===== src/fbr_pkg.sv =====
// shared types and constants of the frame receiver
package fbr_pkg;

  // field widths
  localparam int BYTE_W   = 8;
  localparam int STATUS_W = 3;
  localparam int PLEN_W   = 16;
  localparam int PHASE_W  = 4;
  localparam int CFG_IDX_W = 2;

  // configuration register indexes
  localparam logic [CFG_IDX_W-1:0] CFG_FRAME_START  = 2'd0;
  localparam logic [CFG_IDX_W-1:0] CFG_OWN_ADDRESS  = 2'd1;
  localparam logic [CFG_IDX_W-1:0] CFG_PEER_ADDRESS = 2'd2;

  // configuration reset values
  localparam logic [BYTE_W-1:0] FRAME_START_RST  = 8'h1E;
  localparam logic [BYTE_W-1:0] OWN_ADDRESS_RST  = 8'h0C;
  localparam logic [BYTE_W-1:0] PEER_ADDRESS_RST = 8'h00;

  // receive phases
  localparam logic [PHASE_W-1:0] PH_WAIT = 4'd0;
  localparam logic [PHASE_W-1:0] PH_DEST = 4'd1;
  localparam logic [PHASE_W-1:0] PH_SRC  = 4'd2;
  localparam logic [PHASE_W-1:0] PH_CMD  = 4'd3;
  localparam logic [PHASE_W-1:0] PH_LENH = 4'd4;
  localparam logic [PHASE_W-1:0] PH_LENL = 4'd5;
  localparam logic [PHASE_W-1:0] PH_DATA = 4'd6;
  localparam logic [PHASE_W-1:0] PH_SEQ  = 4'd7;
  localparam logic [PHASE_W-1:0] PH_PAD  = 4'd8;
  localparam logic [PHASE_W-1:0] PH_CKE  = 4'd9;
  localparam logic [PHASE_W-1:0] PH_CKO  = 4'd10;

  // report status codes
  localparam logic [STATUS_W-1:0] ST_OK         = 3'd0;
  localparam logic [STATUS_W-1:0] ST_BAD_START  = 3'd1;
  localparam logic [STATUS_W-1:0] ST_BAD_DEST   = 3'd2;
  localparam logic [STATUS_W-1:0] ST_BAD_SOURCE = 3'd3;
  localparam logic [STATUS_W-1:0] ST_TIMEOUT    = 3'd4;
  localparam logic [STATUS_W-1:0] ST_ZERO_LEN   = 3'd5;
  localparam logic [STATUS_W-1:0] ST_EVEN_CKSUM = 3'd6;
  localparam logic [STATUS_W-1:0] ST_ODD_CKSUM  = 3'd7;

  // result kinds
  localparam logic KIND_PAYLOAD = 1'b0;
  localparam logic KIND_REPORT  = 1'b1;

endpackage


===== src/fbr_in_if.sv =====
// received byte channel
interface fbr_in_if;
  logic                       valid;
  logic                       ready;
  logic [fbr_pkg::BYTE_W-1:0] rx_byte;
  logic                       timed_out;

  modport source (output valid, output rx_byte, output timed_out, input ready);
  modport sink   (input valid, input rx_byte, input timed_out, output ready);
endinterface


===== src/fbr_out_if.sv =====
// result channel: forwarded payload bytes and frame reports
interface fbr_out_if;
  logic                         valid;
  logic                         ready;
  logic                         kind;
  logic [fbr_pkg::BYTE_W-1:0]   payload_byte;
  logic [fbr_pkg::BYTE_W-1:0]   command;
  logic [fbr_pkg::PLEN_W-1:0]   payload_length;
  logic [fbr_pkg::BYTE_W-1:0]   sequence_res;
  logic [fbr_pkg::STATUS_W-1:0] status;

  modport source (output valid, output kind, output payload_byte, output command,
                  output payload_length, output sequence_res, output status,
                  input ready);
  modport sink   (input valid, input kind, input payload_byte, input command,
                  input payload_length, input sequence_res, input status,
                  output ready);
endinterface


===== src/fbus_frame_receiver_top.sv =====
// frame receiver with dual xor checksums, top level
//
// usage:
//   rx  : one received byte per transaction, or a timeout mark (timed_out high)
//   res : at most one result per input transaction; kind 0 forwards a payload
//         byte, kind 1 reports frame end (status 0) or the first error
//   cfg : write port for start byte, own address and peer address; write
//         only while the block is idle
// latency: a result appears on res one cycle after its byte is taken
// throughput: one byte per cycle; the frame state and both checksums update
//   in the same cycle the byte is taken, and the result lands in one output
//   register
// stall: while res holds an untaken result, rx.ready drops; when res.ready
//   is high the next byte is taken in the same cycle the result leaves
// reset: phase returns to waiting for the start byte, all frame state clears,
//   the output register empties and the configuration takes its defaults
module fbus_frame_receiver_top #(
  parameter int LENGTH_BITS = 16
) (
  input  logic                         clk,
  input  logic                         rst,
  fbr_in_if.sink                       rx,
  fbr_out_if.source                    res,
  input  logic                         cfg_we,
  input  logic [fbr_pkg::CFG_IDX_W-1:0] cfg_index,
  input  logic [fbr_pkg::BYTE_W-1:0]   cfg_data
);
  import fbr_pkg::*;

  // configuration registers
  logic [BYTE_W-1:0] frame_start_byte;
  logic [BYTE_W-1:0] own_address;
  logic [BYTE_W-1:0] peer_address;

  // frame state
  logic [PHASE_W-1:0]     phase, phase_next;
  logic [BYTE_W-1:0]      frame_command, frame_command_next;
  logic [LENGTH_BITS-1:0] length_field, length_field_next;
  logic [LENGTH_BITS-1:0] byte_index, byte_index_next;
  logic [BYTE_W-1:0]      frame_sequence, frame_sequence_next;
  logic [BYTE_W-1:0]      even_xor, even_xor_next;
  logic [BYTE_W-1:0]      odd_xor, odd_xor_next;

  // output register
  logic                out_valid;
  logic                out_kind;
  logic [BYTE_W-1:0]   out_payload_byte;
  logic [BYTE_W-1:0]   out_command;
  logic [PLEN_W-1:0]   out_payload_length;
  logic [BYTE_W-1:0]   out_sequence;
  logic [STATUS_W-1:0] out_status;

  // combinational result
  logic                emit;
  logic                rep;
  logic                r_kind;
  logic [BYTE_W-1:0]   r_payload_byte;
  logic [STATUS_W-1:0] r_status;
  logic [PLEN_W-1:0]   r_payload_length;
  logic [BYTE_W-1:0]   r_sequence;
  logic [BYTE_W-1:0]   r_command;

  logic                   rx_fire;
  logic [BYTE_W-1:0]      b;
  logic                   to;
  logic [LENGTH_BITS-1:0] plen;
  logic [LENGTH_BITS-1:0] idx_inc;
  logic [PLEN_W-1:0]      len_hi;
  logic [LENGTH_BITS-1:0] len_sum;

  assign rx.ready = !out_valid || res.ready;
  assign rx_fire  = rx.valid && rx.ready;
  assign b        = rx.rx_byte;
  assign to       = rx.timed_out;

  // payload count of the current length field (length minus one)
  assign plen    = length_field - LENGTH_BITS'(1);
  assign idx_inc = byte_index + LENGTH_BITS'(1);
  assign len_hi  = {b, 8'h00};
  assign len_sum = length_field + LENGTH_BITS'(b);

  // configuration writes
  always_ff @(posedge clk) begin
    if (rst) begin
      frame_start_byte <= FRAME_START_RST;
      own_address      <= OWN_ADDRESS_RST;
      peer_address     <= PEER_ADDRESS_RST;
    end else if (cfg_we) begin
      unique case (cfg_index)
        CFG_FRAME_START:  frame_start_byte <= cfg_data;
        CFG_OWN_ADDRESS:  own_address      <= cfg_data;
        CFG_PEER_ADDRESS: peer_address     <= cfg_data;
        default: ;
      endcase
    end
  end

  // frame parser: next state and result for one byte
  always_comb begin
    phase_next          = phase;
    frame_command_next  = frame_command;
    length_field_next   = length_field;
    byte_index_next     = byte_index;
    frame_sequence_next = frame_sequence;
    even_xor_next       = even_xor;
    odd_xor_next        = odd_xor;
    emit                = 1'b0;
    rep                 = 1'b0;
    r_kind              = KIND_PAYLOAD;
    r_payload_byte      = '0;
    r_status            = ST_OK;
    r_payload_length    = '0;
    r_sequence          = '0;
    r_command           = '0;

    unique case (phase)
      PH_WAIT: begin
        if (to || b != frame_start_byte) begin
          rep      = 1'b1;
          r_status = ST_BAD_START;
        end else begin
          frame_command_next  = '0;
          length_field_next   = '0;
          byte_index_next     = '0;
          frame_sequence_next = '0;
          odd_xor_next        = '0;
          even_xor_next       = b;
          phase_next          = PH_DEST;
        end
      end
      PH_DEST: begin
        if (to || b != own_address) begin
          rep      = 1'b1;
          r_status = ST_BAD_DEST;
        end else begin
          odd_xor_next = odd_xor ^ b;
          phase_next   = PH_SRC;
        end
      end
      PH_SRC: begin
        if (to || b != peer_address) begin
          rep      = 1'b1;
          r_status = ST_BAD_SOURCE;
        end else begin
          even_xor_next = even_xor ^ b;
          phase_next    = PH_CMD;
        end
      end
      PH_CMD: begin
        if (to) begin
          rep      = 1'b1;
          r_status = ST_TIMEOUT;
        end else begin
          frame_command_next = b;
          odd_xor_next       = odd_xor ^ b;
          phase_next         = PH_LENH;
        end
      end
      PH_LENH: begin
        if (to) begin
          rep      = 1'b1;
          r_status = ST_TIMEOUT;
        end else begin
          length_field_next = len_hi[LENGTH_BITS-1:0];
          even_xor_next     = even_xor ^ b;
          phase_next        = PH_LENL;
        end
      end
      PH_LENL: begin
        if (to) begin
          rep      = 1'b1;
          r_status = ST_TIMEOUT;
        end else begin
          length_field_next = len_sum;
          odd_xor_next      = odd_xor ^ b;
          byte_index_next   = '0;
          if (len_sum == '0) begin
            rep      = 1'b1;
            r_status = ST_ZERO_LEN;
          end else if (len_sum != LENGTH_BITS'(1)) begin
            phase_next = PH_DATA;
          end else begin
            phase_next = PH_SEQ;
          end
        end
      end
      PH_DATA: begin
        if (to) begin
          rep      = 1'b1;
          r_status = ST_TIMEOUT;
        end else begin
          if (byte_index[0]) odd_xor_next = odd_xor ^ b;
          else               even_xor_next = even_xor ^ b;
          byte_index_next  = idx_inc;
          emit             = 1'b1;
          r_kind           = KIND_PAYLOAD;
          r_payload_byte   = b;
          r_command        = frame_command;
          r_payload_length = PLEN_W'(plen);
          if (idx_inc >= plen) phase_next = PH_SEQ;
        end
      end
      PH_SEQ: begin
        if (to) begin
          rep      = 1'b1;
          r_status = ST_TIMEOUT;
        end else begin
          frame_sequence_next = b;
          if (byte_index[0]) odd_xor_next = odd_xor ^ b;
          else               even_xor_next = even_xor ^ b;
          byte_index_next = idx_inc;
          phase_next      = length_field[0] ? PH_PAD : PH_CKE;
        end
      end
      PH_PAD: begin
        if (to) begin
          rep      = 1'b1;
          r_status = ST_TIMEOUT;
        end else begin
          if (byte_index[0]) odd_xor_next = odd_xor ^ b;
          else               even_xor_next = even_xor ^ b;
          byte_index_next = idx_inc;
          phase_next      = PH_CKE;
        end
      end
      PH_CKE: begin
        if (to) begin
          rep      = 1'b1;
          r_status = ST_TIMEOUT;
        end else begin
          // zero when the even checksum matches
          even_xor_next = even_xor ^ b;
          phase_next    = PH_CKO;
        end
      end
      PH_CKO: begin
        rep = 1'b1;
        if (to)                        r_status = ST_TIMEOUT;
        else if (even_xor != '0)       r_status = ST_EVEN_CKSUM;
        else if ((odd_xor ^ b) != '0)  r_status = ST_ODD_CKSUM;
        else                           r_status = ST_OK;
      end
      default: begin
        phase_next          = PH_WAIT;
        frame_command_next  = '0;
        length_field_next   = '0;
        byte_index_next     = '0;
        frame_sequence_next = '0;
        even_xor_next       = '0;
        odd_xor_next        = '0;
      end
    endcase

    // report: take the frame fields, then clear the frame
    if (rep) begin
      emit             = 1'b1;
      r_kind           = KIND_REPORT;
      r_command        = frame_command_next;
      r_sequence       = frame_sequence_next;
      r_payload_length = (length_field_next == '0) ? '0
                         : PLEN_W'(length_field_next - LENGTH_BITS'(1));
      phase_next          = PH_WAIT;
      frame_command_next  = '0;
      length_field_next   = '0;
      byte_index_next     = '0;
      frame_sequence_next = '0;
      even_xor_next       = '0;
      odd_xor_next        = '0;
    end
  end

  // frame state registers
  always_ff @(posedge clk) begin
    if (rst) begin
      phase          <= PH_WAIT;
      frame_command  <= '0;
      length_field   <= '0;
      byte_index     <= '0;
      frame_sequence <= '0;
      even_xor       <= '0;
      odd_xor        <= '0;
    end else if (rx_fire) begin
      phase          <= phase_next;
      frame_command  <= frame_command_next;
      length_field   <= length_field_next;
      byte_index     <= byte_index_next;
      frame_sequence <= frame_sequence_next;
      even_xor       <= even_xor_next;
      odd_xor        <= odd_xor_next;
    end
  end

  // output register valid
  always_ff @(posedge clk) begin
    if (rst) begin
      out_valid <= 1'b0;
    end else if (rx_fire) begin
      out_valid <= emit;
    end else if (res.ready) begin
      out_valid <= 1'b0;
    end
  end

  // output register payload
  always_ff @(posedge clk) begin
    if (rx_fire && emit) begin
      out_kind           <= r_kind;
      out_payload_byte   <= r_payload_byte;
      out_command        <= r_command;
      out_payload_length <= r_payload_length;
      out_sequence       <= r_sequence;
      out_status         <= r_status;
    end
  end

  assign res.valid          = out_valid;
  assign res.kind           = out_kind;
  assign res.payload_byte   = out_payload_byte;
  assign res.command        = out_command;
  assign res.payload_length = out_payload_length;
  assign res.sequence_res   = out_sequence;
  assign res.status         = out_status;

  // checks

  // a forwarded payload byte carries no status and no sequence
  assert property (@(posedge clk) disable iff (rst)
    res.valid && res.kind == KIND_PAYLOAD |-> res.status == ST_OK && res.sequence_res == '0)
    else $error("payload result with report fields set");

  // every report sends the parser back to waiting for a start byte
  assert property (@(posedge clk) disable iff (rst)
    rx_fire && rep |=> phase == PH_WAIT && even_xor == '0 && odd_xor == '0)
    else $error("frame state not cleared after report");

  // payload bytes come only out of the data phase
  assert property (@(posedge clk) disable iff (rst)
    rx_fire && phase != PH_DATA |=> !res.valid || res.kind == KIND_REPORT)
    else $error("payload result outside data phase");

  // in the data phase the byte count stays below the payload count
  assert property (@(posedge clk) disable iff (rst)
    phase == PH_DATA |-> byte_index < plen && length_field != '0)
    else $error("byte index beyond payload length");

endmodule

===== src/flat_wrapper.sv =====
// flat-port wrapper written by rule: the top's interface ports become plain ports
module fbus_frame_receiver_top_flat import fbr_pkg::*;
#(
  parameter int LENGTH_BITS = 16
)
  (clk, rst, cfg_we, cfg_index, cfg_data, rx_valid, rx_rx_byte, rx_timed_out, rx_ready, res_valid, res_kind, res_payload_byte, res_command, res_payload_length, res_sequence_res, res_status, res_ready);
  fbr_in_if rx_i ();
  fbr_out_if res_i ();
  input  logic clk;
  input  logic rst;
  input  logic cfg_we;
  input  logic [fbr_pkg::CFG_IDX_W-1:0] cfg_index;
  input  logic [fbr_pkg::BYTE_W-1:0] cfg_data;
  input wire logic [$bits(rx_i.valid)-1:0] rx_valid;
  input wire logic [$bits(rx_i.rx_byte)-1:0] rx_rx_byte;
  input wire logic [$bits(rx_i.timed_out)-1:0] rx_timed_out;
  output wire logic [$bits(rx_i.ready)-1:0] rx_ready;
  output wire logic [$bits(res_i.valid)-1:0] res_valid;
  output wire logic [$bits(res_i.kind)-1:0] res_kind;
  output wire logic [$bits(res_i.payload_byte)-1:0] res_payload_byte;
  output wire logic [$bits(res_i.command)-1:0] res_command;
  output wire logic [$bits(res_i.payload_length)-1:0] res_payload_length;
  output wire logic [$bits(res_i.sequence_res)-1:0] res_sequence_res;
  output wire logic [$bits(res_i.status)-1:0] res_status;
  input wire logic [$bits(res_i.ready)-1:0] res_ready;
  assign rx_i.valid = rx_valid;
  assign rx_i.rx_byte = rx_rx_byte;
  assign rx_i.timed_out = rx_timed_out;
  assign rx_ready = rx_i.ready;
  assign res_valid = res_i.valid;
  assign res_kind = res_i.kind;
  assign res_payload_byte = res_i.payload_byte;
  assign res_command = res_i.command;
  assign res_payload_length = res_i.payload_length;
  assign res_sequence_res = res_i.sequence_res;
  assign res_status = res_i.status;
  assign res_i.ready = res_ready;
  fbus_frame_receiver_top #(.LENGTH_BITS(LENGTH_BITS)) u_core (.clk(clk), .rst(rst), .rx(rx_i), .res(res_i), .cfg_we(cfg_we), .cfg_index(cfg_index), .cfg_data(cfg_data));
endmodule

===== config.mk =====
export PLATFORM = sky130hd
export DESIGN_NAME = fbus_frame_receiver_top_flat
export DESIGN_NICKNAME = d
export VERILOG_FILES = /design/src/fbr_pkg.sv /design/src/fbr_in_if.sv /design/src/fbr_out_if.sv /design/src/fbus_frame_receiver_top.sv /design/src/flat_wrapper.sv
export SDC_FILE = /design/constraint.sdc
export NUM_CORES = 1
export LEC_CHECK = 0
export ABC_AREA = 1
export BUFFER_PORTS_ARGS = -buffer_cell sky130_fd_sc_hd__buf_2
export CORE_ASPECT_RATIO = 0.7
export CORE_MARGIN = 2
export CORE_UTILIZATION = 65
export CTS_BUF_LIST = sky130_fd_sc_hd__clkbuf_4
export DETAILED_ROUTE_END_ITERATION = 10
export PLACE_DENSITY = 0.95
export SLEW_MARGIN = 0
export SYNTH_ARGS = -nofsm -noshare
export SYNTH_HDL_FRONTEND = slang
export SYNTH_SLANG_ARGS = --single-unit

===== constraint.sdc =====
create_clock -name clk -period 7.26 [get_ports clk]
set_input_delay 1.452 -clock clk [delete_from_list [all_inputs] [get_ports clk]]
set_output_delay 1.452 -clock clk [all_outputs]
set_load 0.01 [all_outputs]

==> results of run 1 <==
## registers in the layout (all words and copies together), names as in the netlist
signal / flops
u_core.res.valid: 1
u_core.res.kind: 1
u_core.odd_xor: 8
u_core.frame_start_byte: 8
u_core.peer_address: 8
u_core.res.payload_length: 16
u_core.frame_command: 8
u_core.res.command: 8
u_core.res.payload_byte: 8
u_core.own_address: 8
u_core.res.sequence_res: 8
u_core.frame_sequence: 8
u_core.phase: 4
u_core.length_field: 16
u_core.byte_index: 16
u_core.even_xor: 8
u_core.res.status: 3
## worst max-delay path by stage
stage | start | to | slack [ns] | cells after the start
3_3_place_gp | rx_rx_byte[0] | u_core.res.payload_byte[5]$_SDFFCE_PN0P_ | 2.11 | 17
2_1_floorplan | rx_rx_byte[0] | u_core.res.command[0]$_DFFE_PP_ | 2.53 | 17
6_report | rx_rx_byte[0] | u_core.res.payload_length[3]$_DFFE_PP_ | 2.38 | 20
4_1_cts | rx_rx_byte[0] | u_core.res.payload_length[3]$_DFFE_PP_ | 2.50 | 20
3_5_place_dp | rx_rx_byte[0] | u_core.res.payload_length[3]$_DFFE_PP_ | 1.94 | 20
5_1_grt | rx_rx_byte[0] | u_core.res.payload_length[3]$_DFFE_PP_ | 2.20 | 20
## power breakdown
group          switching [mW]  internal, mW  total (mW)
Sequential             0.0538         0.881       0.935
Combinational           0.531         0.229       0.759
Clock                   0.322         0.181       0.503
## area by class of cell
| type | instances | area [µm²] | share of cell area, % |
|---|---|---|---|
| clock buffer | 18 | 135 | 1.30 |
| inverter | 183 | 688 | 6.64 |
| timing repair buffer | 73 | 375 | 3.62 |
| tap | 195 | 244 | 2.35 |
| clock inverter | 14 | 136 | 1.32 |
| multi-input combinational | 1112 | 5600 | 54.1 |
| sequential | 137 | 3180 | 30.7 |
## cell families (layout without fill, tap and decap cells)
logic type               count (synthesis)  count (layout)  synth area share (%)
buffers and inverters                  250             288                  10.4
XOR/XNOR                                47              47                  4.20
adder cells (fa/ha/maj)                 29              29                  3.78
AND/OR/NAND/NOR                        821             821                  36.5
flip-flops                             137             137                  32.5
AO/OA/AOI/OAI                          215             215                  12.6
## metal layers
metal	share of wire (%)	GRT usage, %
met2	41	53.7
met4	2.6	11.7
met3	14	11.5
met1	42	52.8
met5	0	0
## worst max-delay path, stage by stage
cell	delay [ns]
sky130_fd_sc_hd__buf_2	0.22
sky130_fd_sc_hd__ha_1	0.23
sky130_fd_sc_hd__inv_1	0.07
sky130_fd_sc_hd__fa_1	0.42
sky130_fd_sc_hd__inv_1	0.13
sky130_fd_sc_hd__nand3_1	0.10
sky130_fd_sc_hd__nand3_1	0.14
sky130_fd_sc_hd__nand2_1	0.09
sky130_fd_sc_hd__nand2_1	0.08
sky130_fd_sc_hd__nand2_1	0.07
sky130_fd_sc_hd__nand2_1	0.08
sky130_fd_sc_hd__nand3_1	0.08
sky130_fd_sc_hd__nor2_2	0.23
sky130_fd_sc_hd__nand4_4	0.46
sky130_fd_sc_hd__nand3_4	0.19
sky130_fd_sc_hd__buf_4	0.40
sky130_fd_sc_hd__inv_2	0.33
sky130_fd_sc_hd__nor2_4	0.28
sky130_fd_sc_hd__nand2_1	0.08
sky130_fd_sc_hd__o21ai_1	0.10
## metrics by stage
step           power [mW]  util (%)  area (µm²)  hold slack (ns)
5_1_grt              2.31      70.4       10400            0.501
6_report             2.20      70.4       10400            0.476
2_1_floorplan        1.47         -        9810            0.439
3_5_place_dp         1.68      68.6       10100            0.457
3_3_place_gp         1.65      68.6       10100            0.453
4_1_cts              2.18      70.4       10400            0.477
## cells in the final DEF (no fill, tap or decap), types with 3 or more instances in the layout
cell type and instances:
sky130_fd_sc_hd__buf_4 4, sky130_fd_sc_hd__o21bai_1 5, sky130_fd_sc_hd__dfxtp_1 93, sky130_fd_sc_hd__nor2_2 7
sky130_fd_sc_hd__nor2_4 7, sky130_fd_sc_hd__nand2_1 382, sky130_fd_sc_hd__buf_2 69, sky130_fd_sc_hd__ha_1 28
sky130_fd_sc_hd__xor2_1 33, sky130_fd_sc_hd__clkinv_1 4, sky130_fd_sc_hd__nor2_1 197, sky130_fd_sc_hd__clkbuf_4 18
sky130_fd_sc_hd__nor3_1 24, sky130_fd_sc_hd__edfxtp_1 44, sky130_fd_sc_hd__clkinv_4 3, sky130_fd_sc_hd__or2_2 7
sky130_fd_sc_hd__nand3_1 128, sky130_fd_sc_hd__o22ai_1 8, sky130_fd_sc_hd__xnor2_1 14, sky130_fd_sc_hd__a21oi_1 87
sky130_fd_sc_hd__nor4_1 3, sky130_fd_sc_hd__inv_2 20, sky130_fd_sc_hd__inv_6 5, sky130_fd_sc_hd__o211ai_1 7
sky130_fd_sc_hd__o21ai_1 11, sky130_fd_sc_hd__o21ai_0 69, sky130_fd_sc_hd__inv_1 159, sky130_fd_sc_hd__nand4_1 53
sky130_fd_sc_hd__a221oi_1 12
==> results.txt, run 1 <==
----------------------------------------------------
[Synthesis]
  Area share of the largest cell type after synthesis ... 19.0%
  Synth async-reset ratio ... 0%
  Sequential share of the synthesized area ... 32.5%
  Dominant cell by count in the synthesized netlist ... sky130_fd_sc_hd__nand2_1
  Number of synthesized flops with an enable pin ... 44
  Largest cells by area after synthesis ... sky130_fd_sc_hd__dfxtp_1, sky130_fd_sc_hd__nand2_1, sky130_fd_sc_hd__edfxtp_1
  Most area-hungry cell type in the Yosys netlist ... sky130_fd_sc_hd__dfxtp_1
  Gate count of the mapped netlist ... ~1500
  Number of storage elements in the synthesis netlist ... 137
  Mean post-synth cell area ... 6.54 µm²
  Commonest cells in the synthesized netlist ... sky130_fd_sc_hd__nand2_1, sky130_fd_sc_hd__nor2_1, sky130_fd_sc_hd__inv_1, sky130_fd_sc_hd__nand3_1, sky130_fd_sc_hd__dfxtp_1
  Primary flip-flop cell chosen by synthesis mapping ... sky130_fd_sc_hd__dfxtp_1
  Yosys cell types ... between 50 and 60
  Post-synthesis instance area ... 9810 µm²
  Net count after synthesis ... 1552
  Syn. warnings ... 0

[Detailed routing]
  Remaining antenna violation count ... 0
  Routed wire length ... 29700 µm
  Drt wl/cell ... 17.2 µm
  Initial DRC count ... 1286
  Via-per-instance ratio ... 6.01
  Detailed-routing iteration count for the pre-antenna-repair pass ... 5
  Total via count after detailed routing ... approximately 10000
  Residual DRC count ... 0

[Clock tree]
  Library cell used as clock root buffer ... sky130_fd_sc_hd__clkbuf_4
  Clock tree from TritonCTS ... built
  Post-cts repair resize count ... 0
  Maximum number of buffers from clock root to sink ... 2
  Post-CTS setup repair buffer count ... 0
  Cts-stage hold buffer count ... 0
  Latest clock arrival within the worst-skew pair ... approximately 0.58 ns
  Clock-pin transition on the worst setup and hold timing paths ... approximately 0.14 ns
  H-Tree Depth ... 4
  Clock buffer count from CTS ... 17
  Number of sinks handled by clock tree synthesis ... 137

[Worst setup path]
  Data required, critical path ... 7.65 ns
  Length in cells of the worst reg-to-reg path ... 20
  Type of the worst setup path ... primary input to flop
  Arrival time of the worst setup path ... between 5 and 6 ns
  Reg2reg setup slack ... between 2 and 3 ns
  R2r startpoint ... u_core.length_field[0]$_SDFFE_PP0P_
  CP Max Fanout ... 32
  Crit start category ... primary input
  Element type at the critical path end ... flop
  Reg2reg end ... u_core.phase[2]$_SDFFE_PP0P_

[Floorplanning]
  Number of primary I/O pins ... 70
  Die boundary width ... approximately 150 µm
  Row count ... 37
  Std-Cell Core Area ... about 15000 µm²
  Height of the chip ... 107 µm
  Floorplan die area ... 16100 µm²
  Initial core utilization ... 66.6%

[Place]
  Inst Count DP ... 1700
  Hpwl dp ... between 20000 and 25000 µm
  Setup slack at placement ... 1.94 ns
  Count of buffers inserted at the top-level ports ... 69
  Final GP Congestion ... between 0.9 and 1

[Flow run]
  Max Cap Viol ... 0

[Global routing]
  Wire length of the first global-routing pass ... 46700 µm
  Largest net degree at the start of global routing ... 78
  Final global-route overflow total ... 0
  Initial antenna violation count ... 0
  Vias in the first global route ... 9304
  All-layer global routing usage ... 37.1%

[Worst hold path]
  Destination of the worst hold path ... u_core.frame_sequence[6]$_SDFFE_PP0P_
  Worst min path class ... flop to flop
  Hold path startpoint ... u_core.frame_sequence[6]$_SDFFE_PP0P_
  Number of cells on the worst hold path ... 2

[Timing]
  Clk_skew ... 0.0329 ns
  Hold Violations, Final ... 0
  Timing-limited maximum frequency ... ~200 MHz
  Max-slew violations ... 0
  Post-layout minimum cycle time ... approximately 5 ns
  Final clock period utilization by the worst path ... around two thirds
  Worst Setup Slack, final ... between 2 and 2.5 ns
  Setup total negative slack ... 0 ns
  Relative max-transition margin ... about a quarter
  Setup violators final ... 0
  RSZ-0062 raised after global routing ... no
  Actual slew at the worst max-slew pin ... 1.14 ns

[Cells and area]
  Count of non-filler cells in the finished layout ... between 1500 and 2000
  Share of final-layout standard cells stronger than drive strength 1 ... 10.4%
  Area added between synthesis and finish ... 5.69%
  Number of nets in the finished design ... ~1600
  Antenna Diode Count ... 0
  Fillers ... about 1300

[Run status]
  Run status ... finished clean

[Power]
  Worst IR Drop VDD ... 0.141 mV
  Pwr per Cell Area ... 212 nW/µm²
  Leakage Power ... 4.76 nW

----------------------------------------------------
Power figures use the tool's default switching activity.
==> run 2, diff against run 1 <==
--- a/config.mk
+++ b/config.mk
@@ -5,11 +5,11 @@
 export SDC_FILE = /design/constraint.sdc
 export NUM_CORES = 1
 export LEC_CHECK = 0
-export ABC_AREA = 1
+export ABC_AREA = 0
 export BUFFER_PORTS_ARGS = -buffer_cell sky130_fd_sc_hd__buf_2
 export CORE_ASPECT_RATIO = 0.7
 export CORE_MARGIN = 2
-export CORE_UTILIZATION = 65
+export CORE_UTILIZATION = 63
 export CTS_BUF_LIST = sky130_fd_sc_hd__clkbuf_4
 export DETAILED_ROUTE_END_ITERATION = 10
 export PLACE_DENSITY = 0.95
==> constraint.sdc (replaced) <==
create_clock -name clk -period 4.78 [get_ports clk]
set_input_delay 0.956 -clock clk [delete_from_list [all_inputs] [get_ports clk]]
set_output_delay 0.956 -clock clk [all_outputs]
set_load 0.01 [all_outputs]
==> run 2 against run 1 <==
- sequential power rose by 32%
- via count fell by 19%
- register-to-register slack got worse by 2.2 ns
- power rose by 2.8%
- die area down 7.5%
- global-route usage decreased by 1.5 points
- design area fell by 6.9%
- final cell count shrank 27%
- setup slack worse by 1.8 ns
- critical endpoint is now u_core.phase[3]$_SDFFE_PP0P_
- critical path type is now flop to flop
==> results.txt, run 2 <==
----------------------------------------------------
[Detailed routing]
  Routed wire length on met2 ... 11000 µm (-11%)
  Residual DRC count ... 0 (unchanged)
  Total via count after detailed routing ... 8398 (-19%)
  Routed wire length ... 26700 µm (-10%)
  Metal-1 WL ... 11300 µm (-9.8%)
  Max layer used ... met5
  Remaining antenna violation count ... 0 (unchanged)
  DR WL met3 ... 3700 µm (-9.5%)
  Detailed-routing iteration count for the pre-antenna-repair pass ... 6 (+1)
  Drt wl/cell ... 21.1 µm (+23%)
  Initial DRC count ... 1295 (+0.70%)
  Via-per-instance ratio ... 6.63 (+10%)

[Clock tree]
  Latest clock arrival within the worst-skew pair ... 0.58 ns (about the same)
  Maximum number of buffers from clock root to sink ... 2 (unchanged)
  Cts-stage hold buffer count ... 0 (unchanged)
  Number of sinks handled by clock tree synthesis ... 137 (unchanged)
  Post-cts repair resize count ... 0 (unchanged)
  Clock tree from TritonCTS ... built
  Post-CTS setup repair buffer count ... 0 (unchanged)
  Clock-pin transition on the worst setup and hold timing paths ... 0.14 ns (about the same)
  Library cell used as clock root buffer ... sky130_fd_sc_hd__clkbuf_4
  H-Tree Depth ... 4 (unchanged)
  Clock buffer count from CTS ... 17 (unchanged)

[Synthesis]
  Primary flip-flop cell chosen by synthesis mapping ... sky130_fd_sc_hd__dfxtp_1
  Sequential share of the synthesized area ... 36.3% (+3.8 points)
  Synth async-reset ratio ... 0% (unchanged)
  Number of synthesized flops with an enable pin ... 44 (unchanged)
  Post-synthesis instance area ... 8770 µm² (-11%)
  Mean post-synth cell area ... 8.71 µm² (+33%)
  Number of storage elements in the synthesis netlist ... 137 (unchanged)
  Yosys cell types ... 78 (+53%)
  Syn. warnings ... 0 (unchanged)
  Net count after synthesis ... 1061 (-32%)
  Dominant cell by count in the synthesized netlist ... sky130_fd_sc_hd__nor2_1
  Gate count of the mapped netlist ... 1008 (-33%)
  Commonest cells in the synthesized netlist ... sky130_fd_sc_hd__nor2_1, sky130_fd_sc_hd__dfxtp_1, sky130_fd_sc_hd__nand2_1, sky130_fd_sc_hd__xnor2_1, sky130_fd_sc_hd__a21oi_1
  Area share of the largest cell type after synthesis ... 21.2% (+2.2 points)
  Most area-hungry cell type in the Yosys netlist ... sky130_fd_sc_hd__dfxtp_1
  Largest cells by area after synthesis ... sky130_fd_sc_hd__dfxtp_1, sky130_fd_sc_hd__edfxtp_1, sky130_fd_sc_hd__xnor2_1

[Worst setup path]
  Cell with the most instances on the worst path ... sky130_fd_sc_hd__and3_1
  R2r startpoint ... u_core.byte_index[0]$_SDFFE_PP0P_
  Capture point of the worst path ... u_core.phase[3]$_SDFFE_PP0P_
  Type of the worst setup path ... flop to flop
  Reg2reg end ... u_core.phase[3]$_SDFFE_PP0P_
  Critical path cell sequence ... ha_1 > and3_1 > and3_1 > and3_1 > and3_1 > and3_1 > nand3_1 > xnor2_1 > ha_1 > nand4_1 > or3_1 > nor3_1 > o31a_1 > o21a_1 > nand3_1 > a41o_1
  CP Max Fanout ... 5 (-84%)
  First element of the critical path ... u_core.byte_index[0]$_SDFFE_PP0P_
  Slowest-stage cell, CP ... sky130_fd_sc_hd__dfxtp_1
  Reg2reg setup slack ... 0.56 ns (-2.17 ns)
  Arrival time of the worst setup path ... 4.70 ns (-0.57 ns)
  Data required, critical path ... 5.26 ns (-2.39 ns)
  Longest individual stage delay on the worst path ... 0.48 ns (+0.02 ns)
  Length in cells of the worst reg-to-reg path ... 16 (-20%)
  Crit start category ... flop
  Element type at the critical path end ... flop

[Timing]
  Worst Setup Slack, final ... 0.564 ns (-1.81 ns)
  Relative max-transition margin ... 39.1% (+16 points)
  Max-slew violations ... 0 (unchanged)
  Post-layout minimum cycle time ... 4.22 ns
  Final clock period utilization by the worst path ... 88.2%
  Setup violators final ... 0 (unchanged)
  Hold Violations, Final ... 0 (unchanged)
  Actual slew at the worst max-slew pin ... 0.912 ns (-0.233 ns)
  Timing-limited maximum frequency ... approximately 240 MHz
  RSZ-0062 raised after global routing ... no
  Clk_skew ... 0.0228 ns (-0.0102 ns)
  Setup total negative slack ... 0 ns (unchanged)

[Run status]
  Run status ... finished clean

[Floorplanning]
  Row count ... 36 (-2.7%)
  Height of the chip ... 103 µm (-3.8%)
  Number of primary I/O pins ... 70 (unchanged)
  Std-Cell Core Area ... 13700 µm² (-6.7%)
  Floorplan die area ... 14900 µm² (-7.5%)
  Die boundary width ... 145 µm (-3.8%)
  Initial core utilization ... 63.9% (-2.8 points)

[Worst hold path]
  Hold path startpoint ... u_core.byte_index[15]$_SDFFE_PP0P_
  Worst min path class ... flop to flop

[Power]
  Worst IR Drop VDD ... 0.181 mV (+29%)
  Leakage Power ... 4.16 nW (-13%)
  Pwr per Cell Area ... 234 nW/µm² (+10%)

[Cells and area]
  Share of final-layout standard cells stronger than drive strength 1 ... 14.9% (+4.4 points)
  Leading cell types in the layout, fill and taps excluded ... sky130_fd_sc_hd__nor2_1, sky130_fd_sc_hd__dfxtp_1, sky130_fd_sc_hd__nand2_1
  Most common cell after layout, fill and taps aside ... sky130_fd_sc_hd__nor2_1
  Antenna Diode Count ... 0 (unchanged)
  Number of nets in the finished design ... 1117 (-29%)
  Area added between synthesis and finish ... 9.98%
  Fillers ... 1054 (-17%)

[Place]
  Count of buffers inserted at the top-level ports ... 69 (unchanged)
  Hpwl dp ... 19300 µm (-9.9%)
  Final GP Congestion ... 1.13 (+18%)
  Setup slack at placement ... 0.277 ns (-1.66 ns)

[Global routing]
  Initial antenna violation count ... 0 (unchanged)
  All-layer global routing usage ... 35.6% (-1.5 points)
  Wire length of the first global-routing pass ... 41100 µm (-12%)
  Largest net degree at the start of global routing ... 47 (-40%)
  Final global-route overflow total ... 0 (unchanged)
  Vias in the first global route ... 7416 (-20%)

[Flow run]
  Max Cap Viol ... 0 (unchanged)

----------------------------------------------------
[run 2: cell count changes after synthesis, moves of 32 or more]
cell / delta
sky130_fd_sc_hd__nor2_1: -93
sky130_fd_sc_hd__xnor2_1: +46
sky130_fd_sc_hd__a21oi_1: -32
sky130_fd_sc_hd__nand2_1: -301
sky130_fd_sc_hd__nand4_1: -34
sky130_fd_sc_hd__inv_1: -149
sky130_fd_sc_hd__nand3_1: -92
[run 2: final cells by class]
type | instances | area, µm² | area share, %
clock inverters | 15 | 166 | 1.72
flip-flops and latches | 137 | 3180 | 33.0
inverters | 14 | 52.6 | 0.545
multi-input cells | 788 | 5250 | 54.4
clock buffers | 17 | 128 | 1.32
repair buffers | 106 | 636 | 6.59
well taps | 190 | 238 | 2.46
[run 2: per-layer routing]
layer	GRT usage (%)	vias to the layer above
li1	-	3808
met1	51.1	3894
met2	51.6	606
met3	10.8	88
met4	10.4	2
met5	3.44	-
[run 2: worst min-delay path by stage]
stage	endpoint	slack, ns	depth (start not counted)
finish	u_core.byte_index[15]$_SDFFE_PP0P_	0.48	2
floorplan	u_core.frame_command[0]$_SDFFE_PP0P_	0.43	1
global route	u_core.frame_sequence[2]$_SDFFE_PP0P_	0.51	1
CTS	u_core.byte_index[15]$_SDFFE_PP0P_	0.48	2
detailed placement	u_core.frame_command[3]$_SDFFE_PP0P_	0.46	1
global placement	u_core.byte_index[15]$_SDFFE_PP0P_	0.45	2
[run 2: metrics by stage]
stage	power [mW]	hold WS (ns)	util, %	cell area, µm²	std cells
after global routing	2.33	0.507	70.2	9650	1267
after floorplan	1.38	0.434	-	8770	1008
after global placement	1.46	0.451	68.1	9360	1235
after CTS	2.26	0.478	70.2	9650	1267
after detailed placement	1.46	0.458	68.1	9360	1235
final	2.26	0.477	70.2	9650	1267
[run 2: critical path, delay by kind of cell, from the launching register on]
kind / cells / cell delay [ns]
AO/OA/AOI/OAI: 3 / 0.71
XOR/XNOR: 1 / 0.17
adder cells (fa/ha/maj): 2 / 0.57
flip-flops: 1 / 0.48
AND/OR/NAND/NOR: 10 / 2.19
[run 2: logic make-up (layout without fill, tap and decap cells)]
logic type               count (synthesis)  count (layout)  synth area share [%]
buffers and inverters                   83             152                  3.92
AO/OA/AOI/OAI                          255             255                  20.4
XOR/XNOR                                99              99                  9.88
adder cells (fa/ha/maj)                 29              29                  4.22
multiplexers                            31              31                  3.56
flip-flops                             137             137                  36.3
AND/OR/NAND/NOR                        374             374                  21.8
[run 2: power breakdown]
group | switching (mW) | total (mW) | internal [mW]
Sequential | 0.0100 | 1.23 | 1.22
Combinational | 0.135 | 0.211 | 0.0756
Clock | 0.491 | 0.814 | 0.323
Total | 0.636 | 2.26 | 1.62
==> run 3, diff against run 2 <==
--- a/config.mk
+++ b/config.mk
@@ -7,7 +7,7 @@
 export LEC_CHECK = 0
 export ABC_AREA = 0
 export BUFFER_PORTS_ARGS = -buffer_cell sky130_fd_sc_hd__buf_2
-export CORE_ASPECT_RATIO = 0.7
+export CORE_ASPECT_RATIO = 1.25
 export CORE_MARGIN = 2
 export CORE_UTILIZATION = 63
 export CTS_BUF_LIST = sky130_fd_sc_hd__clkbuf_4
==> run 3 against run 2 <==
- count of clock-buffer cells in the layout unchanged
- via count about the same
- critical path type unchanged
- register-to-register slack worse by 0.15 ns
- maximum frequency shrank 3.5%
- setup slack got worse by 0.15 ns
- clock skew is 0.0018 ns lower
- routed wire length down 0.83%
==> results.txt, run 3 (synthesis results as in run 2) <==
----------------------------------------------------
[Run status]
  Run status ... finished clean

[Worst setup path]
  Data required, critical path ... 5.31 ns (+0.05 ns)
  Slowest-stage cell, CP ... sky130_fd_sc_hd__dfxtp_1
  CP Max Fanout ... 11 (+6)
  Crit start category ... flop
  Arrival time of the worst setup path ... 4.89 ns (+0.19 ns)
  Reg2reg end ... u_core.phase[1]$_SDFFE_PP0P_
  Type of the worst setup path ... flop to flop
  Length in cells of the worst reg-to-reg path ... 16 (unchanged)
  Critical path cell sequence ... ha_1 > and3_1 > and3_1 > and3_1 > and3_1 > and3_1 > nand3_1 > xnor2_1 > ha_1 > nand4_1 > or3_1 > nor3_1 > o31a_1 > o21a_1 > nand4_1 > a221oi_1
  Longest individual stage delay on the worst path ... 0.64 ns (+0.16 ns)
  Element type at the critical path end ... flop
  Reg2reg setup slack ... 0.41 ns (-0.15 ns)
  R2r startpoint ... u_core.byte_index[0]$_SDFFE_PP0P_
  Cell with the most instances on the worst path ... sky130_fd_sc_hd__and3_1

[Worst hold path]
  Destination of the worst hold path ... u_core.byte_index[15]$_SDFFE_PP0P_
  Worst min path class ... flop to flop
  Hold path startpoint ... u_core.byte_index[15]$_SDFFE_PP0P_
  Number of cells on the worst hold path ... 2 (unchanged)

[Clock tree]
  Clock tree from TritonCTS ... built
  Post-CTS setup repair buffer count ... 0 (unchanged)
  Library cell used as clock root buffer ... sky130_fd_sc_hd__clkbuf_4
  Latest clock arrival within the worst-skew pair ... 0.61 ns (+0.03 ns)
  Clock-pin transition on the worst setup and hold timing paths ... 0.14 ns (about the same)
  Maximum number of buffers from clock root to sink ... 2 (unchanged)
  Number of sinks handled by clock tree synthesis ... 137 (unchanged)
  Cts-stage hold buffer count ... 0 (unchanged)
  Post-cts repair resize count ... 0 (unchanged)
  Clock buffer count from CTS ... 17 (unchanged)
  H-Tree Depth ... 4 (unchanged)

[Floorplanning]
  Floorplan die area ... 14900 µm² (about the same)
  Row count ... 48 (+33%)
  Std-Cell Core Area ... 13700 µm² (-0.33%)
  Number of primary I/O pins ... 70 (unchanged)
  Initial core utilization ... 64.1% (+0.21 points)
  Die boundary width ... 110 µm (-24%)
  Height of the chip ... 136 µm (+32%)

[Cells and area]
  Share of final-layout standard cells stronger than drive strength 1 ... 14.9% (about the same)
  Fillers ... 1104 (+4.7%)
  Leading cell types in the layout, fill and taps excluded ... sky130_fd_sc_hd__nor2_1, sky130_fd_sc_hd__dfxtp_1, sky130_fd_sc_hd__nand2_1
  Core Util, Final ... 70.5% (+0.22 points)
  Area added between synthesis and finish ... 9.97% (about the same)
  Number of nets in the finished design ... 1116 (-0.090%)
  Most common cell after layout, fill and taps aside ... sky130_fd_sc_hd__nor2_1

[Detailed routing]
  Routed wire length ... 26500 µm (-0.83%)
  Drt wl/cell ... 21.2 µm (+0.36%)
  DR WL met3 ... 2490 µm (-33%)
  Residual DRC count ... 0 (unchanged)
  Via-per-instance ratio ... 6.71 (+1.2%)
  Metal-1 WL ... 9700 µm (-14%)
  Total via count after detailed routing ... 8395 (-0.036%)
  Initial DRC count ... 863 (-33%)
  Detailed-routing iteration count for the pre-antenna-repair pass ... 7 (+1)
  Routed wire length on met2 ... 12700 µm (+16%)
  Max layer used ... met4
  Remaining antenna violation count ... 0 (unchanged)

[Global routing]
  Final global-route overflow total ... 0 (unchanged)
  Vias in the first global route ... 7930 (+6.9%)
  All-layer global routing usage ... 36.8% (+1.2 points)
  Initial antenna violation count ... 0 (unchanged)
  Wire length of the first global-routing pass ... 41700 µm (+1.5%)
  Largest net degree at the start of global routing ... 48 (+2.1%)

[Timing]
  Clk_skew ... 0.0210 ns (-0.00180 ns)
  Hold Violations, Final ... 0 (unchanged)
  Final clock period utilization by the worst path ... 91.4% (+3.2 points)
  Post-layout minimum cycle time ... 4.37 ns (+0.153 ns)
  Setup total negative slack ... 0 ns (unchanged)
  RSZ-0062 raised after global routing ... no
  Relative max-transition margin ... 40.0% (+0.86 points)
  Timing-limited maximum frequency ... 229 MHz (-3.5%)
  Setup violators final ... 0 (unchanged)
  Actual slew at the worst max-slew pin ... 0.899 ns (-0.0129 ns)
  Max-slew violations ... 0 (unchanged)

[Power]
  Pwr per Cell Area ... 238 nW/µm² (+1.6%)
  Leakage Power ... 4.16 nW (about the same)
  Worst IR Drop VDD ... 0.199 mV (+9.9%)

[Place]
  Count of buffers inserted at the top-level ports ... 69 (unchanged)
  Final GP Congestion ... 1.08 (-3.9%)
  Hpwl dp ... 19400 µm (+0.39%)

[Flow run]
  Max Cap Viol ... 0 (unchanged)

----------------------------------------------------
## run 3: cell types whose count changed in the layout (fill, tap and decap cells not counted), sizes merged
| cell | change |
|---|---|
| clkinvlp | +1 |
| buf | -1 |
| inv | -1 |
| bufinv | +1 |
| diode | +1 |
| clkinv | -1 |
## run 3: critical path, delay by kind of cell (launching register included)
| family | cells | cell delay [ns] |
|---|---|---|
| XOR/XNOR | 1 | 0.16 |
| AO/OA/AOI/OAI | 3 | 0.72 |
| flip-flops | 1 | 0.64 |
| adder cells (fa/ha/maj) | 2 | 0.62 |
| AND/OR/NAND/NOR | 10 | 2.16 |
## run 3: worst max-delay path by stage
stage | startpoint | end | depth (start not counted)
final | u_core.byte_index[0]$_SDFFE_PP0P_ | u_core.phase[1]$_SDFFE_PP0P_ | 16
after detailed placement | rx_rx_byte[0] | u_core.res.payload_length[14]$_DFFE_PP_ | 13
after global placement | rx_rx_byte[0] | u_core.res.payload_length[14]$_DFFE_PP_ | 13
after global routing | u_core.byte_index[0]$_SDFFE_PP0P_ | u_core.phase[1]$_SDFFE_PP0P_ | 16
after CTS | u_core.byte_index[0]$_SDFFE_PP0P_ | u_core.phase[1]$_SDFFE_PP0P_ | 16
after floorplan | rx_rx_byte[1] | u_core.res.command[0]$_DFFE_PP_ | 13
## run 3: metrics by stage
step | power [mW] | setup WS (ns) | cell area, µm² | hold slack (ns) | std cells
final | 2.30 | 0.411 | 9650 | 0.487 | 1252
after global routing | 2.37 | 0.0875 | 9650 | 0.509 | 1251
after CTS | 2.30 | 0.493 | 9650 | 0.488 | 1251
after detailed placement | 1.46 | 0.277 | 9330 | 0.460 | 1219
after global placement | 1.46 | 0.343 | 9330 | 0.453 | 1219
after floorplan | 1.38 | 0.136 | 8770 | 0.434 | 1008
## run 3: metal layers
layer | global-route usage (%) | vias to the layer above
li1 | - | 3809
met1 | 44.7 | 3914
met2 | 59.0 | 540
met3 | 8.15 | 132
met4 | 22.1 | 0
met5 | 0 | -
## run 3: cell type report
| class | count | area [µm²] | area share, % |
|---|---|---|---|
| timing repair buffer | 105 | 628 | 6.51 |
| clock buffer | 17 | 128 | 1.32 |
| multi-input combinational | 788 | 5250 | 54.4 |
| sequential | 137 | 3180 | 33.0 |
| clock inverter | 15 | 189 | 1.96 |
| inverter | 14 | 52.6 | 0.545 |
| antenna | 1 | 2.50 | 0.0259 |
| tap | 175 | 219 | 2.27 |
## run 3: power breakdown
part / switching, mW / internal [mW] / total (mW)
combinational: 0.135 / 0.0741 / 0.209
clock: 0.481 / 0.372 / 0.853
sequential: 0.0103 / 1.22 / 1.23
total: 0.626 / 1.67 / 2.30
